`src/assert_macros.svh`:
```
// -----------------------------------------------------------------------------
// assert_macros.svh
// Assertion wrappers shared by the RTL; define ASSERT_OFF to drop them.
// -----------------------------------------------------------------------------
`ifndef ASSERT_MACROS_SVH
`define ASSERT_MACROS_SVH
`ifndef ASSERT_OFF
// Clocked check, disabled while reset is low
`define ASSERT_CLKRST(lbl, clk, rst_n, prop) \
    lbl: assert property (@(posedge clk) disable iff (!rst_n) prop) \
        else $error("assertion failed");
// Clocked check that also holds during reset
`define ASSERT_CLK(lbl, clk, prop) \
    lbl: assert property (@(posedge clk) prop) else $error("assertion failed");
`else
`define ASSERT_CLKRST(lbl, clk, rst_n, prop)
`define ASSERT_CLK(lbl, clk, prop)
`endif
`endif

```
`src/lmcd_pkg.sv`:
```
// -----------------------------------------------------------------------------
// lmcd_pkg
// Shared types and constants of the LED matrix circle drawer.
// -----------------------------------------------------------------------------
`default_nettype none
package lmcd_pkg;

    localparam int LMCD_WIDTH  = 16;
    localparam int LMCD_HEIGHT = 16;

    // Operation codes carried in the input tuser
    typedef enum logic [1:0] {
        OP_FILL   = 2'd0,
        OP_PIXEL  = 2'd1,
        OP_CIRCLE = 2'd2,
        OP_READ   = 2'd3
    } t_op;

    // Controller states
    typedef enum logic [4:0] {
        S_CLEAR, S_IDLE, S_DISPATCH, S_FILL, S_PIX, S_ARG, S_RA_GO, S_RA_WAIT,
        S_MUL, S_RB_GO, S_RB_WAIT, S_COLOR, S_SMALL, S_WALK, S_ROW, S_CHECK,
        S_READ, S_DONE
    } t_state;

    // Datapath commands
    typedef enum logic [3:0] {
        DP_NONE, DP_LOAD, DP_CLEAR_WR, DP_FILL_WR, DP_PIX_WR, DP_ARG, DP_ROOT_A,
        DP_WAIT_A, DP_MUL, DP_ROOT_B, DP_WAIT_B, DP_COLOR, DP_SMALL_WR,
        DP_WALK_WR, DP_NEXT_ROW, DP_RESULT
    } t_dp_cmd;

    // Datapath status towards the controller
    typedef struct packed {
        t_op  op;
        logic root_done;
        logic last_pix;
        logic last_small;
        logic last_walk;
        logic walk_more;
        logic is_small;
        logic too_large;
        logic out_free;
    } t_dp_sts;

    localparam logic [9:0] SMALL_MAX = 10'd16;
    localparam logic [9:0] LARGE_MAX = 10'd320;
    localparam int         ROOT_BITS = 13;
    localparam int         ROOT_NW   = 28;
    localparam logic [15:0] FRAC_SCALE = 16'd65025;

endpackage
`default_nettype wire

```
`src/lmcd_ctrl.sv`:
```
// -----------------------------------------------------------------------------
// lmcd_ctrl
// Sequencer that steps the datapath through each operation.
// -----------------------------------------------------------------------------
`default_nettype none
`include "assert_macros.svh"
module lmcd_ctrl (
    input  wire logic              i_clk,
    input  wire logic              i_rst_n,
    input  wire logic              i_in_valid,
    output logic                   o_in_ready,
    output lmcd_pkg::t_dp_cmd      o_cmd,
    input  wire lmcd_pkg::t_dp_sts i_sts
);
    import lmcd_pkg::*;

    t_state r_state, n_state;

    always_ff @(posedge i_clk) begin
        if (!i_rst_n) begin
            r_state <= S_CLEAR;
        end else begin
            r_state <= n_state;
        end
    end

    // Next state
    always_comb begin
        n_state = r_state;
        case (r_state)
            S_CLEAR:    if (i_sts.last_pix) n_state = S_IDLE;
            S_IDLE:     if (i_in_valid) n_state = S_DISPATCH;
            S_DISPATCH: begin
                case (i_sts.op)
                    OP_FILL:   n_state = S_FILL;
                    OP_PIXEL:  n_state = S_PIX;
                    OP_CIRCLE: begin
                        if (i_sts.is_small)       n_state = S_COLOR;
                        else if (i_sts.too_large) n_state = S_DONE;
                        else                      n_state = S_ARG;
                    end
                    default:   n_state = S_READ;
                endcase
            end
            S_FILL:     if (i_sts.last_pix) n_state = S_DONE;
            S_PIX:      n_state = S_DONE;
            S_ARG:      n_state = S_RA_GO;
            S_RA_GO:    n_state = S_RA_WAIT;
            S_RA_WAIT:  if (i_sts.root_done) n_state = S_MUL;
            S_MUL:      n_state = S_RB_GO;
            S_RB_GO:    n_state = S_RB_WAIT;
            S_RB_WAIT:  if (i_sts.root_done) n_state = S_COLOR;
            S_COLOR:    n_state = i_sts.is_small ? S_SMALL : S_WALK;
            S_SMALL:    if (i_sts.last_small) n_state = S_DONE;
            S_WALK:     if (i_sts.last_walk) n_state = S_ROW;
            S_ROW:      n_state = S_CHECK;
            S_CHECK:    n_state = i_sts.walk_more ? S_ARG : S_DONE;
            S_READ:     n_state = S_DONE;
            S_DONE:     if (i_sts.out_free) n_state = S_IDLE;
            default:    n_state = S_IDLE;
        endcase
    end

    // Outputs
    always_comb begin
        o_in_ready = 1'b0;
        o_cmd      = DP_NONE;
        case (r_state)
            S_CLEAR:   o_cmd = DP_CLEAR_WR;
            S_IDLE: begin
                o_in_ready = 1'b1;
                if (i_in_valid) o_cmd = DP_LOAD;
            end
            S_FILL:    o_cmd = DP_FILL_WR;
            S_PIX:     o_cmd = DP_PIX_WR;
            S_ARG:     o_cmd = DP_ARG;
            S_RA_GO:   o_cmd = DP_ROOT_A;
            S_RA_WAIT: o_cmd = DP_WAIT_A;
            S_MUL:     o_cmd = DP_MUL;
            S_RB_GO:   o_cmd = DP_ROOT_B;
            S_RB_WAIT: o_cmd = DP_WAIT_B;
            S_COLOR:   o_cmd = DP_COLOR;
            S_SMALL:   o_cmd = DP_SMALL_WR;
            S_WALK:    o_cmd = DP_WALK_WR;
            S_ROW:     o_cmd = DP_NEXT_ROW;
            S_DONE:    if (i_sts.out_free) o_cmd = DP_RESULT;
            default:   o_cmd = DP_NONE;
        endcase
    end

    `ASSERT_CLKRST(a_accept_leaves_idle, i_clk, i_rst_n, (i_in_valid && o_in_ready) |=> (r_state == S_DISPATCH))
    `ASSERT_CLKRST(a_colour_then_write, i_clk, i_rst_n, (r_state == S_COLOR) |=> (r_state == S_WALK || r_state == S_SMALL))
    `ASSERT_CLKRST(a_root_a_to_mul, i_clk, i_rst_n, (r_state == S_RA_WAIT && i_sts.root_done) |=> (r_state == S_MUL))

endmodule
`default_nettype wire

```
`config.mk`:
```
export PLATFORM = sky130hd
export DESIGN_NAME = lmcd_ctrl
export DESIGN_NICKNAME = d
export VERILOG_FILES = /design/src/lmcd_pkg.sv /design/src/lmcd_ctrl.sv
export VERILOG_INCLUDE_DIRS = /design/src /design/src/src
export SDC_FILE = /design/constraint.sdc
export NUM_CORES = 1
export LEC_CHECK = 0
export ABC_AREA = 1
export BUFFER_PORTS_ARGS = -buffer_cell sky130_fd_sc_hd__buf_2
export CORE_MARGIN = 3
export CORE_UTILIZATION = 35
export CTS_CLUSTER_DIAMETER = 40
export CTS_CLUSTER_SIZE = 20
export DETAILED_ROUTE_END_ITERATION = 10
export GPL_TIMING_DRIVEN = 0
export PLACE_DENSITY_LB_ADDON = 0.1
export SYNTH_ARGS = -nofsm -noshare
export SYNTH_HDL_FRONTEND = slang
export SYNTH_SLANG_ARGS = --single-unit
```
`constraint.sdc`:
```
create_clock -name i_clk -period 3.11 [get_ports i_clk]
set_clock_uncertainty 0.1 [all_clocks]
set_input_delay 0.622 -clock i_clk [delete_from_list [all_inputs] [get_ports i_clk]]
set_output_delay 0.622 -clock i_clk [all_outputs]
set_load 0.01 [all_outputs]
```
## Word level (Yosys, flattened, before mapping)

Cells that the tools add are included.
Widths: inputs -> output; s select.

- Add/subtract/negate cells: 0
- Multipliers: 0
- Div/mod/pow operators: 0
- Order comparisons: 0
- Equality and inequality tests: 27
- Shift operators: 0
- Multiplexer cells: 18
- Bitwise logic cells: 0
- Reductions and logical operators: 4

Operators with widths:

| operator | count |
|---|---|
| $pmux 5 s17 | 1 |
| $pmux 4 s15 | 1 |
| $mux 5 | 11 |
| $eq 5x4->1 const B | 8 |
| $eq 5x3->1 const B | 4 |
| $ne 2x2->1 const B | 8 |
| $pmux 5 s3 | 1 |
| $eq 5x2->1 const B | 2 |
| $eq 5x5->1 const B | 2 |
| $reduce_and 8->1 | 1 |
| $eq 5x1->1 const B | 1 |
| $logic_not 5->1 | 1 |
| $mux 4 | 1 |
| $mux 1 | 3 |
| $eq 2x1->1 const B | 1 |
| $eq 2x2->1 const B | 1 |
| $logic_not 2->1 | 1 |
| $reduce_or 2->1 | 1 |

- Register bits after elaboration: 5
- Latch bits: 0
- Bits in writable memories: 0
- ROM bits: 0
- Input bits: 13
- Logic and storage cells: 50
- Memories kept: 0

## Logic depth before layout (Yosys ltp)

- Depth in word-level cells: 4
- Depth in mapped cells: 10

## Worst setup path before layout

OpenSTA, ideal clock, no wires.

- Path kind: flip-flop to output port
- From: reg r_state[2]
- To: out o_cmd[0]
- Arrival: 1.122 ns
- Setup slack: 1.266 ns
- Cell stages (with the launch flop): 6
- Path buffers: 0
- Cells stage by stage: dfxtp_1 nor2_2 nand2_2 nor2_1 nand2_1 nand4_1

- Cells in the longest elaborated chain, start to end: 2
- Elaborated cells on any way between the ends: 16
- Those cells by class: 14 x eq/ne; 1 x mux; 1 x reduce/logical

RTL lines:

| what | RTL line | RTL |
|---|---|---|
| start, declared | lmcd_ctrl.sv:17 | `t_state r_state, n_state;` |
| start signal, assigned | lmcd_ctrl.sv:23 | `r_state <= n_state;` |
| $eq 5x5->1 (tied with other cells) | lmcd_ctrl.sv:68 | `case (r_state)` |
| $pmux 4 s15 * | lmcd_ctrl.sv:68 |  |
| end, declared | lmcd_ctrl.sv:12 | `output lmcd_pkg::t_dp_cmd o_cmd,` |

Every way passes the cells marked *; elsewhere a longest branch is shown, timed or not.

## Final worst setup path

- From: reg r_state[4]
- To: out o_cmd[0]

Same word-level chain as after synthesis.

==> metrics.cfg <==
[route]
drt-pass1-iter-count=4
drtIter0Drc=22
drtAntennaViolNets=0
finalWirelength_um=1930
vias=889
wl_per_cell_um=10.7
routed_via_density=4.91
drc=0

[synth]
ys_ff_latch=5
syn_area_per_cell_um2=5.20
synth-simple-area-share=0.590
netlist_instances=135
synth_adder_area_share=0
netlist-cell-type-count=19
synthTopCellsByArea=nand2_1 (19%), dfxtp_1 (14%), inv_1 (11%), nor2_1 (9.6%), nand3_1 (9.3%)
yosysWarnings=0
synth_compound_area_frac=0.144
synth_top_family_by_area=simple AND/OR/NAND/NOR gates
synthArstFlopShare=0
synth.top_cell.area_share=0.193
synth_xor_area_frac=0
synth_nets=148
synth_edf_count=0
synth-seq-area-share=0.143
syn_area_um2=702
yosysTopAreaCell=nand2_1
synthFlopType=dfxtp_1
synth_mux_area_frac=0

[place]
dp_hpwl_um=1600
io_buffer_count=17
place_area_um2=818
gp_congestion=0.874

[global_routing]
antenna_found_initial=0
met1_usage=0.195
grt_usage=0.162
grt_overflow=0
top_usage_layer=met2
grt_pass1_wl_um=3280
grt_use_met2=0.291
grt_use_met3=0.0326
grt_pass1_vias=821
grt_max_degree=9

[cells_and_area]
design_area_um2=845
fill_cells=215
final_nets=170
regMostFlops=r_state
final_core_util=0.469
largestRegisters=r_state (5)
diodes=0
areaGrowthSynthToFinish_pct=20.3
largest_reg_flops=5
final_layout_size_suffix_gt1_frac=0.244

[worst_setup_path]
worstReg2RegEnd=r_state[2]
cp_max_fo=8
reg2reg_depth=8
cp.required_ns=2.39
critPathLaunchType=register
crit_path_end_kind=output pin
rrSetupSlack_ns=1.46
r2r_start=r_state[4]
cp.arrival_ns=1.57
path_class=reg2out

[floorplanning]
initial_utilization=0.390
die_h_um=50.8
io_pins=18
die_width_um=50.8
dieArea_mm2=0.00258
rows=15
core_mm2=0.00180

[clock_tree]
cts_max_path_buffers=2
cts_hold_buf=0
path_clk_slew_ns=0.04
clock-root-buffer=clkbuf_4
ctsResizeCount=0
numCtsBuffers=3
cts.sinks=5
cts_tree=yes
htreeDepth=1
cts_setup_buffers=0
clk_latency_ns=0.24

[min_path]
hold_start=r_state[3]
whs_path_depth=2
holdPathEnd=r_state[3]
hold_class=reg2reg

[timing]
timing.final.crit_share=0.736
setup_viol=0
setup-tns-final_ns=0
clock.fmax_mhz=437
slew_headroom=0.812
grt_setup_unrepaired=false
holdWs_ns=0.459
worstMarginPinSlew_ns=0.281
hold_viol=0
finalMaxSlewViolations=0
period_needed_ns=2.29

[power]
p_per_area_mw_per_mm2=667
ir_worst_vdd_mv=0.285
cellLeakagePower_nw=0.465

[flow_run]
max_cap_violations=0

[run_status]
status=complete, no violations

==> routing by layer <==
metal / up-vias / wire [um]
li1: 480 / -
met3: 0 / 120
met4: 0 / 0
met2: 24 / 894
met1: 385 / 918
met5: - / 0
==> through the flow <==
| step | power [mW] | setup slack [ns] | cells |
|---|---|---|---|
| final | 0.563 | 0.820 | 181 |
| after detailed placement | 0.489 | 1.09 | 177 |
| after CTS | 0.567 | 0.819 | 181 |
| after global routing | 0.629 | 0.707 | 181 |
| after global placement | 0.490 | 1.09 | 177 |
| after floorplan | 0.387 | 1.27 | 135 |
==> cell usage in the layout, fill, tap and decap left out <==
cell type / instances
a21oi_1: 8
a221oi_1: 1
buf_2: 17
clkbuf_1: 1
clkbuf_4: 3
dfxtp_1: 5
inv_1: 20
inv_2: 3
nand2_1: 36
nand2_2: 5
nand2_4: 1
nand3_1: 13
nand3_2: 1
nand3b_1: 1
nand4_1: 5
nor2_1: 18
nor2_2: 8
nor3_1: 1
o2111ai_1: 1
o211ai_1: 1
o21ai_0: 6
o22ai_1: 1
==> cells by family (layout without fill, tap and decap cells) <==
logic type,Yosys count,count (layout)
AND/OR/NAND/NOR,89,89
buffers and inverters,23,44
AO/OA/AOI/OAI,18,18
flip-flops,5,5
==> Yosys cell counts (3+ instances only) <==
cell type  instances
nand4_1            5
inv_1             20
a21oi_1            8
nand3_1           13
inv_2              3
nand2_1           36
nand2_2            5
nor2_2             8
nor2_1            18
dfxtp_1            5
o21ai_0            6
==> final cells by class <==
class	count	area, um^2	share of cell area
clock buffer	4	26.3	0.0311
tap	25	31.3	0.0370
timing repair buffer	17	85.1	0.101
inverter	23	86.3	0.102
multi-input combinational	107	515	0.610
sequential	5	100	0.119
==> power breakdown <==
group / total, mW / internal, mW / switching, mW
registers: 0.113 / 0.0815 / 0.0316
clock network: 0.0727 / 0.0484 / 0.0244
logic: 0.377 / 0.130 / 0.248
total: 0.563 / 0.260 / 0.304
==> critical path, cell delays in order (launching register included) <==
cell and delay (ns):
dfxtp_1 0.45, inv_2 0.14, nand3_2 0.17, nor2_1 0.10, a221oi_1 0.21, nand4_1 0.10, buf_2 0.15
==> worst max-delay path by stage <==
stage,start,endpoint,slack [ns],cells after the start
floorplan,r_state[2],o_cmd[0],1.27,5
global placement,r_state[4],o_cmd[0],1.09,6
detailed placement,r_state[4],o_cmd[0],1.09,6
CTS,r_state[4],o_cmd[0],0.82,6
global route,r_state[4],o_cmd[0],0.71,6
finish,r_state[4],o_cmd[0],0.82,6
(Power assumes the default switching activity.)
